==> config.mk <==
export PLATFORM = sky130hd
export DESIGN_NAME = utf8_to_utf16_bmp_decoder_core
export DESIGN_NICKNAME = d
export VERILOG_FILES = /design/src/u8u16dec_pkg.sv /design/src/utf8_to_utf16_bmp_decoder_core.sv
export VERILOG_INCLUDE_DIRS = /design/src /design/src/src
export SDC_FILE = /design/constraint.sdc
export NUM_CORES = 1
export LEC_CHECK = 0
export BUFFER_PORTS_ARGS = -buffer_cell sky130_fd_sc_hd__buf_2
export CORE_MARGIN = 4
export CORE_UTILIZATION = 48
export CTS_BUF_LIST = sky130_fd_sc_hd__clkbuf_4 sky130_fd_sc_hd__clkbuf_8 sky130_fd_sc_hd__clkbuf_16
export DETAILED_ROUTE_END_ITERATION = 12
export GPL_ROUTABILITY_DRIVEN = 0
export GPL_TIMING_DRIVEN = 0
export PLACE_DENSITY_LB_ADDON = 0.12
export SETUP_SLACK_MARGIN = 0.15
export SKIP_CTS_REPAIR_TIMING = 1
export SLEW_MARGIN = 40
export SYNTH_ARGS = -nofsm -noshare
export SYNTH_HDL_FRONTEND = slang
export SYNTH_SLANG_ARGS = --single-unit
==> constraint.sdc <==
create_clock -name clk -period 1.82 [get_ports clk]
set_input_delay 0.091 -clock clk [delete_from_list [all_inputs] [get_ports clk]]
set_output_delay 0.091 -clock clk [all_outputs]
set_load 0.005 [all_outputs]
==> src/utf8_to_utf16_bmp_decoder_core_defines.svh <==
// assertion macros for the utf-8 to utf-16 decoder
`ifndef UTF8_TO_UTF16_BMP_DECODER_CORE_DEFINES_SVH
`define UTF8_TO_UTF16_BMP_DECODER_CORE_DEFINES_SVH

// combinational property checked at every rising clock edge outside reset
`define U8U16_ASSERT_NOW(lbl, expr, msg) \
    lbl: assert property (@(posedge clk) disable iff (!rst_n) (expr)) \
        else $error(msg);

// property whose consequent is checked in the cycle after the antecedent
`define U8U16_ASSERT_NEXT(lbl, ante, cons, msg) \
    lbl: assert property (@(posedge clk) disable iff (!rst_n) (ante) |=> (cons)) \
        else $error(msg);

`endif

==> src/u8u16dec_pkg.sv <==
// types and byte-class constants for the utf-8 to utf-16 decoder
package u8u16dec_pkg;

    typedef enum logic [1:0] {
        PH_IDLE       = 2'd0,
        PH_TWO_LAST   = 2'd1,
        PH_THREE_MID  = 2'd2,
        PH_THREE_LAST = 2'd3
    } phase_t;

    localparam logic [7:0] ASCII_MAX = 8'h7F;
    localparam logic [7:0] MASK_TOP2 = 8'hC0;
    localparam logic [7:0] CONT_TAG  = 8'h80;
    localparam logic [7:0] MASK_TOP3 = 8'hE0;
    localparam logic [7:0] LEAD2_TAG = 8'hC0;
    localparam logic [7:0] MASK_TOP4 = 8'hF0;
    localparam logic [7:0] LEAD3_TAG = 8'hE0;

endpackage

==> src/utf8_to_utf16_bmp_decoder_core.sv <==
// utf-8 to utf-16 decoder core, basic multilingual plane only
// an accepted byte passes the registered input stage and then the registered result stage
// throughput: one byte per cycle while byte_stall is low, set by the combinational phase and bit merge
// a byte that completes no unit and is not the last gives no result
// reset (rst_n low, asynchronous) empties both stages and returns to idle phase
`include "utf8_to_utf16_bmp_decoder_core_defines.svh"

module utf8_to_utf16_bmp_decoder_core
    import u8u16dec_pkg::*;
(
    input  logic        clk,
    input  logic        rst_n,
    input  logic        byte_valid,
    output logic        byte_stall,
    input  logic [7:0]  in_byte,
    input  logic        final_byte,
    output logic        unit_valid,
    input  logic        unit_stall,
    output logic [15:0] code_unit,
    output logic        has_unit,
    output logic        string_end
);

    logic         s1_valid_reg;
    logic [7:0]   s1_byte_reg;
    logic         s1_final_reg;
    phase_t       phase_reg;
    phase_t       phase_next;
    logic [9:0]   partial_reg;
    logic [9:0]   partial_next;
    logic         out_valid_reg;
    logic [15:0]  code_unit_reg;
    logic         has_unit_reg;
    logic         string_end_reg;

    logic         is_cont;
    logic         is_ascii;
    logic         is_lead2;
    logic         is_lead3;
    logic         got;
    logic [15:0]  unit;
    logic         emit;
    logic         out_free;
    logic         s1_fire;
    logic         accept;

    assign is_cont  = (s1_byte_reg & MASK_TOP2) == CONT_TAG;
    assign is_ascii = s1_byte_reg <= ASCII_MAX;
    assign is_lead2 = (s1_byte_reg & MASK_TOP3) == LEAD2_TAG;
    assign is_lead3 = (s1_byte_reg & MASK_TOP4) == LEAD3_TAG;

    assign emit       = got || s1_final_reg;
    assign out_free   = !out_valid_reg || !unit_stall;
    assign s1_fire    = s1_valid_reg && (!emit || out_free);
    assign byte_stall = s1_valid_reg && !s1_fire;
    assign accept     = byte_valid && !byte_stall;

    // next phase and gathered bits
    always_comb
    begin
        phase_next   = phase_reg;
        partial_next = partial_reg;
        if (phase_reg == PH_IDLE || !is_cont)
        begin
            // fresh decode, also after a broken sequence
            phase_next   = PH_IDLE;
            partial_next = '0;
            if (!is_ascii && is_lead2)
            begin
                phase_next   = PH_TWO_LAST;
                partial_next = {5'd0, s1_byte_reg[4:0]};
            end
            else if (!is_ascii && is_lead3)
            begin
                phase_next   = PH_THREE_MID;
                partial_next = {6'd0, s1_byte_reg[3:0]};
            end
        end
        else
        begin
            unique case (phase_reg)
                PH_THREE_MID:
                begin
                    phase_next   = PH_THREE_LAST;
                    partial_next = {partial_reg[3:0], s1_byte_reg[5:0]};
                end
                PH_TWO_LAST, PH_THREE_LAST, PH_IDLE:
                begin
                    phase_next   = PH_IDLE;
                    partial_next = '0;
                end
            endcase
        end
        if (s1_final_reg)
        begin
            phase_next   = PH_IDLE;
            partial_next = '0;
        end
    end

    // decoded unit for the byte in the input stage
    always_comb
    begin
        got  = 1'b0;
        unit = '0;
        if (phase_reg == PH_IDLE || !is_cont)
        begin
            if (is_ascii)
            begin
                got  = 1'b1;
                unit = {8'd0, s1_byte_reg};
            end
        end
        else
        begin
            unique case (phase_reg)
                PH_TWO_LAST:
                begin
                    got  = 1'b1;
                    unit = {5'd0, partial_reg[4:0], s1_byte_reg[5:0]};
                end
                PH_THREE_LAST:
                begin
                    got  = 1'b1;
                    unit = {partial_reg, s1_byte_reg[5:0]};
                end
                PH_THREE_MID, PH_IDLE:
                begin
                    got  = 1'b0;
                    unit = '0;
                end
            endcase
        end
    end

    // input stage
    always_ff @(posedge clk or negedge rst_n)
    begin
        if (!rst_n)
        begin
            s1_valid_reg <= 1'b0;
        end
        else if (accept)
        begin
            s1_valid_reg <= 1'b1;
        end
        else if (s1_fire)
        begin
            s1_valid_reg <= 1'b0;
        end
    end

    always_ff @(posedge clk)
    begin
        if (accept)
        begin
            s1_byte_reg  <= in_byte;
            s1_final_reg <= final_byte;
        end
    end

    // sequence state
    always_ff @(posedge clk or negedge rst_n)
    begin
        if (!rst_n)
        begin
            phase_reg   <= PH_IDLE;
            partial_reg <= '0;
        end
        else if (s1_fire)
        begin
            phase_reg   <= phase_next;
            partial_reg <= partial_next;
        end
    end

    // result stage
    always_ff @(posedge clk or negedge rst_n)
    begin
        if (!rst_n)
        begin
            out_valid_reg <= 1'b0;
        end
        else if (out_free)
        begin
            out_valid_reg <= s1_fire && emit;
        end
    end

    always_ff @(posedge clk)
    begin
        if (out_free && s1_fire && emit)
        begin
            code_unit_reg  <= unit;
            has_unit_reg   <= got;
            string_end_reg <= s1_final_reg;
        end
    end

    assign unit_valid = out_valid_reg;
    assign code_unit  = code_unit_reg;
    assign has_unit   = has_unit_reg;
    assign string_end = string_end_reg;

    `U8U16_ASSERT_NOW(a_empty_unit_zero, !(out_valid_reg && !has_unit_reg) || (code_unit_reg == 16'd0), "end-only result carries a nonzero code unit")
    `U8U16_ASSERT_NOW(a_empty_only_at_end, !(out_valid_reg && !has_unit_reg) || string_end_reg, "result without unit outside string end")
    `U8U16_ASSERT_NEXT(a_final_to_idle, s1_fire && s1_final_reg, phase_reg == PH_IDLE && partial_reg == 10'd0, "sequence state not cleared after last byte")
    `U8U16_ASSERT_NEXT(a_emit_reaches_output, s1_fire && emit, out_valid_reg, "result lost between stages")

endmodule
# ---- Yosys cells after proc, flatten, opt, wreduce, memory -nomap -nowiden
# Cells that the tools add are included.
dict set report classes {
  n_lt_le_gt_ge 1
  n_mux 18
  eq_ne 6
  reduce_logical 24
}
# op n
set ops {}
lappend ops {{$pmux 16 s3} 1}
lappend ops {{$mux 10} 3}
lappend ops {{$pmux 10 s2} 1}
lappend ops {{$mux 16} 1}
lappend ops {{$le 8x7->1 const B} 1}
lappend ops {{$logic_and 1x1->1} 8}
lappend ops {{$mux 2} 4}
lappend ops {{$mux 8} 1}
lappend ops {{$logic_not 1->1} 7}
lappend ops {{$eq 2x2->1 const B} 3}
lappend ops {{$eq 4x4->1 const B} 1}
lappend ops {{$logic_or 1x1->1} 4}
lappend ops {{$mux 1} 4}
lappend ops {{$mux 4} 1}
lappend ops {{$pmux 2 s2} 1}
lappend ops {{$reduce_or 2->1} 2}
lappend ops {{$eq 3x3->1 const B} 1}
lappend ops {{$reduce_or 3->1} 1}
lappend ops {{$eq 2x1->1 const B} 1}
lappend ops {{$logic_not 2->1} 1}
lappend ops {{$pmux 1 s2} 1}
lappend ops {{$reduce_bool 2->1} 1}
dict set report word_totals {
  elab_cells 58
  reg_bits 41
  output_inout_bits 20
}

# ---- Logic depth before layout (Yosys ltp)
dict set report depth {
  ltp_word 13
  mapped_depth 5
  mapped_depth_nobuf 4
}

# ---- Worst setup path after synthesis
# Ideal clock, no wire load.
dict set report synth_path {
  path_type {register to register}
  start {register s1_final_reg}
  end {register code_unit_reg[0] (netlist: code_unit[0]), enable pin}
  path_stages_with_launch 4
  arrival_time_ns 1.559
  required_ns 1.428
  path_slack_ns -0.131
  path_cell_list {edfxtp_1 and2b_4 a21oi_4 nor2_1}
}
dict set report synth_via {
  elab_chain_cells 6
}
# element line
set synth_rtl {}
lappend synth_rtl {{from (decl)} utf8_to_utf16_bmp_decoder_core.sv:26} ;# logic s1_final_reg;
lappend synth_rtl {{from (signal assigned)} utf8_to_utf16_bmp_decoder_core.sv:158} ;# s1_final_reg <= final_byte;
lappend synth_rtl {{$logic_or 1x1->1 (*)} utf8_to_utf16_bmp_decoder_core.sv:52} ;# assign emit = got || s1_final_reg;
lappend synth_rtl {{$logic_not 1->1} utf8_to_utf16_bmp_decoder_core.sv:54} ;# assign s1_fire = s1_valid_reg && (!emit || out_free);
lappend synth_rtl {{$logic_or 1x1->1} utf8_to_utf16_bmp_decoder_core.sv:54}
lappend synth_rtl {{$logic_and 1x1->1} utf8_to_utf16_bmp_decoder_core.sv:54}
lappend synth_rtl {{$logic_and 1x1->1} utf8_to_utf16_bmp_decoder_core.sv:192} ;# if (out_free && s1_fire && emit)
lappend synth_rtl {{$logic_and 1x1->1 (*)} utf8_to_utf16_bmp_decoder_core.sv:192}
lappend synth_rtl {{to (signal assigned)} utf8_to_utf16_bmp_decoder_core.sv:194} ;# code_unit_reg <= unit;
lappend synth_rtl {{to (decl)} utf8_to_utf16_bmp_decoder_core.sv:32} ;# logic [15:0] code_unit_reg;
# Every way passes the cells marked *; elsewhere a longest branch is shown, timed or not.
# A chain may end at the register's enable or synchronous reset.

# ---- Worst setup path after layout
dict set report layout_path {
  start {register s1_byte_reg[6]}
  end {output port byte_stall}
}
dict set report layout_via {
  elab_chain_cells 10
  word_cells_on_any_way 12
  classes_between {order compare (1); eq/ne (1); mux (2); reduce/logical (8)}
}
# element line
set layout_rtl {}
lappend layout_rtl {{from (decl)} utf8_to_utf16_bmp_decoder_core.sv:25} ;# logic [7:0] s1_byte_reg;
lappend layout_rtl {{from (signal assigned)} utf8_to_utf16_bmp_decoder_core.sv:157} ;# s1_byte_reg <= in_byte;
lappend layout_rtl {{parallel branches: the longest is 3 deep, another holds $le 8x7->1} -}
lappend layout_rtl {{$mux 1 (*)} utf8_to_utf16_bmp_decoder_core.sv:106} ;# if (phase_reg == PH_IDLE || !is_cont)
lappend layout_rtl {{$logic_or 1x1->1 (*)} utf8_to_utf16_bmp_decoder_core.sv:52}
lappend layout_rtl {{$logic_not 1->1 (*)} utf8_to_utf16_bmp_decoder_core.sv:54}
lappend layout_rtl {{$logic_or 1x1->1 (*)} utf8_to_utf16_bmp_decoder_core.sv:54}
lappend layout_rtl {{$logic_and 1x1->1 (*)} utf8_to_utf16_bmp_decoder_core.sv:54}
lappend layout_rtl {{$logic_not 1->1 (*)} utf8_to_utf16_bmp_decoder_core.sv:55} ;# assign byte_stall = s1_valid_reg && !s1_fire;
lappend layout_rtl {{$logic_and 1x1->1 (*)} utf8_to_utf16_bmp_decoder_core.sv:55}
lappend layout_rtl {{to (decl)} utf8_to_utf16_bmp_decoder_core.sv:14} ;# output logic byte_stall,
# Every way passes the cells marked *.

==> metrics.txt <==
CTS HTree Levels=2; syn nets=131; relative slew slack=67.65%; Critical Path AT=1.57 ns; grt peak-use layer=met2; FF-to-FF setup slack=0.22 ns; area delta synth->final=26.28%; clock sink count=41; Die Wd=66.42 µm; initial antenna violation count=0; Worst Max-Slew Pin Slew=0.4801 ns; HPWL Detailed=2005 µm; CTS Buf Count=5; crit path buf inv count=1; Hold Crit Endpoint=unit_valid; Largest register FFs=16; Clk pin slew, worst setup/hold paths=0.11 ns; Post-Syn Area=0.001638 mm²; Unique masters post-synth=28; Post-DRT Antenna Nets=0; Ys Warns=0; achievable clock frequency=602.7 MHz; hold depth=3; RSZ-0062 raised after global routing=true; largest net degree at the start of global routing=19; gate count after technology mapping=118; Slowest cell on crit path=edfxtp_1; worst hold start=unit_stall; vias in the first global route=1082; compound-cell area share of the yosys netlist=5.118%; crit-path cells=nand2b_4, a21oi_4, and2_1, buf_2; most frequent cells in the layout=buf_2 (32), edfxtp_1 (27), nand2_1 (16); WL/cell=13.43 µm; power density of the placed cells=835.2 mW/mm²; Iter 0 DRT Violations=36; Final Hold Fails=0; main combinational cell family by area after synthesis=simple AND/OR/NAND/NOR gates; Row Count=20; CTS Root Cell=clkbuf_4; Die H=66.42 µm; non-filler cells, final=216; vias per cell=4.986; Starting Density=51.94%; global-route track usage on met2=26.15%; Max Cap Viol=0; Antenna Diode Count=0; TritonCTS clock tree=done; placed insts=194; Total Power=1.727 mW; Routed WL=2900 µm; commonest non-fill, non-tap cell in the layout=buf_2; cell family with most CP delay=flip-flops; Yosys reg bits=41; ys async rst share=34.15%; Worst EP required=1.73 ns; core area=0.003153 mm²; outcome=complete, no violations; setup tns final=0 ns; min Tclk post-route=1.659 ns; met3 Resource Use GR=4.252%; startpoint types=register; GRT Total Usage=14.92%; cell count of the worst reg-to-reg path=5; DRC viols=0; Static Leak=0.8832 nW; Via Count=1077; Worst Hold Class=primary input to register; I/O Buffers=32; post-synthesis area per instance=13.88 µm²; Final WS setup=0.1608 ns; clk_skew=0.008659 ns; Final period util=91.16%; Final setup viols=0; multiplexer area fraction after synthesis=4.354%; EDFF count, synth=27; Clock Tree Buf Depth=2; Seq/Total Area, Yosys=70.89%; die area=0.004411 mm²; adder-cell share of the synthesized area=0%; Worst R2R Start=s1_final_reg; pre-CTS setup slack=0.04180 ns; FF-to-FF End=phase_reg[0]; Post-Synth XOR/XNOR Area=0%; critical path type=register to output pin; met1 GRT Util=16.09%; IO Pins=33; crit path max fanout=7; max-slew violation count=0; crit path capture type=output pin; grt ovf=0; drt first pass iters=4; Nets=184; first-pass GRT wire length=4781 µm; Clock Latency Late Sink=0.34 ns; Max IR drop VDD=0.5617 mV; Post-synth top flop=edfxtp_1; share of layout cells above drive strength 1=30.23%; Crit path largest cell delay=0.49 ns; Synth Area in Simple Gates=15.97%
final cells by class:
| type | count | area (µm²) |
|---|---|---|
| buffer | 2 | 15.01 |
| clock buffer | 5 | 37.54 |
| clock inverter | 3 | 17.52 |
| fill | 251 | 1085 |
| inverter | 12 | 45.04 |
| multi-input combinational | 63 | 431.7 |
| sequential | 41 | 1161 |
| tap | 44 | 55.05 |
| timing repair buffer | 46 | 305.3 |
cells by family after synthesis:
logic type	Yosys count
simple gates	45
flops	41
mux	7
compound gates	11
buf+inv	14
worst min-delay path, delay by kind of cell:
kind / cells / cell delay [ns]
buffers and inverters: 1 / 0.08
AND/OR/NAND/NOR: 2 / 0.16
power by group:
| part | leakage (nW) | internal, mW | switching (mW) |
|---|---|---|---|
| registers | 0.452 | 1.06 | 0.0330 |
| logic | 0.400 | 0.104 | 0.103 |
| clock network | 0.0310 | 0.146 | 0.277 |
| total | 0.883 | 1.31 | 0.413 |
cells in the mapped netlist, types with 2 or more instances:
master | instances | share of area, %
and2_1 | 11 | 4.2
and3_1 | 6 | 2.3
dfrtp_1 | 14 | 21
edfxtp_1 | 27 | 50
inv_1 | 11 | 2.5
mux2i_1 | 6 | 3.7
nand2_1 | 16 | 3.7
nor2b_1 | 2 | 0.76
o21ai_0 | 3 | 0.92
o32ai_1 | 4 | 2.1
stage by stage:
| stage | hold WS [ns] | area (µm²) | utilization (%) |
|---|---|---|---|
| after global placement | 0.001664 | 1858 | 58.93 |
| after detailed placement | 0.003951 | 1863 | 59.09 |
| after CTS | -0.3855 | 1918 | 60.83 |
| after global routing | 0.01872 | 2068 | 65.60 |
| after floorplan | -0.2046 | 1643 | - |
| final | 0.02513 | 2068 | 65.60 |
metal layers:
metal,wire [µm],vias up
met3,129,8
met4,57,0
met5,0,-
met2,1618,24
met1,1094,527
li1,-,518
how the worst max path moves through the flow:
stage | start | to | slack (ns) | cells after the start
final | s1_byte_reg[6] | byte_stall | 0.16 | 4
after global routing | s1_byte_reg[6] | byte_stall | 0.04 | 4
after CTS | s1_final_reg | s1_byte_reg[7] | 0.03 | 4
after detailed placement | s1_final_reg | s1_byte_reg[1] | 0.04 | 4
after global placement | s1_final_reg | code_unit[2] | -0.1 | 3
after floorplan | s1_final_reg | code_unit[0] | 0.16 | 3
(Power assumes the default switching activity.)
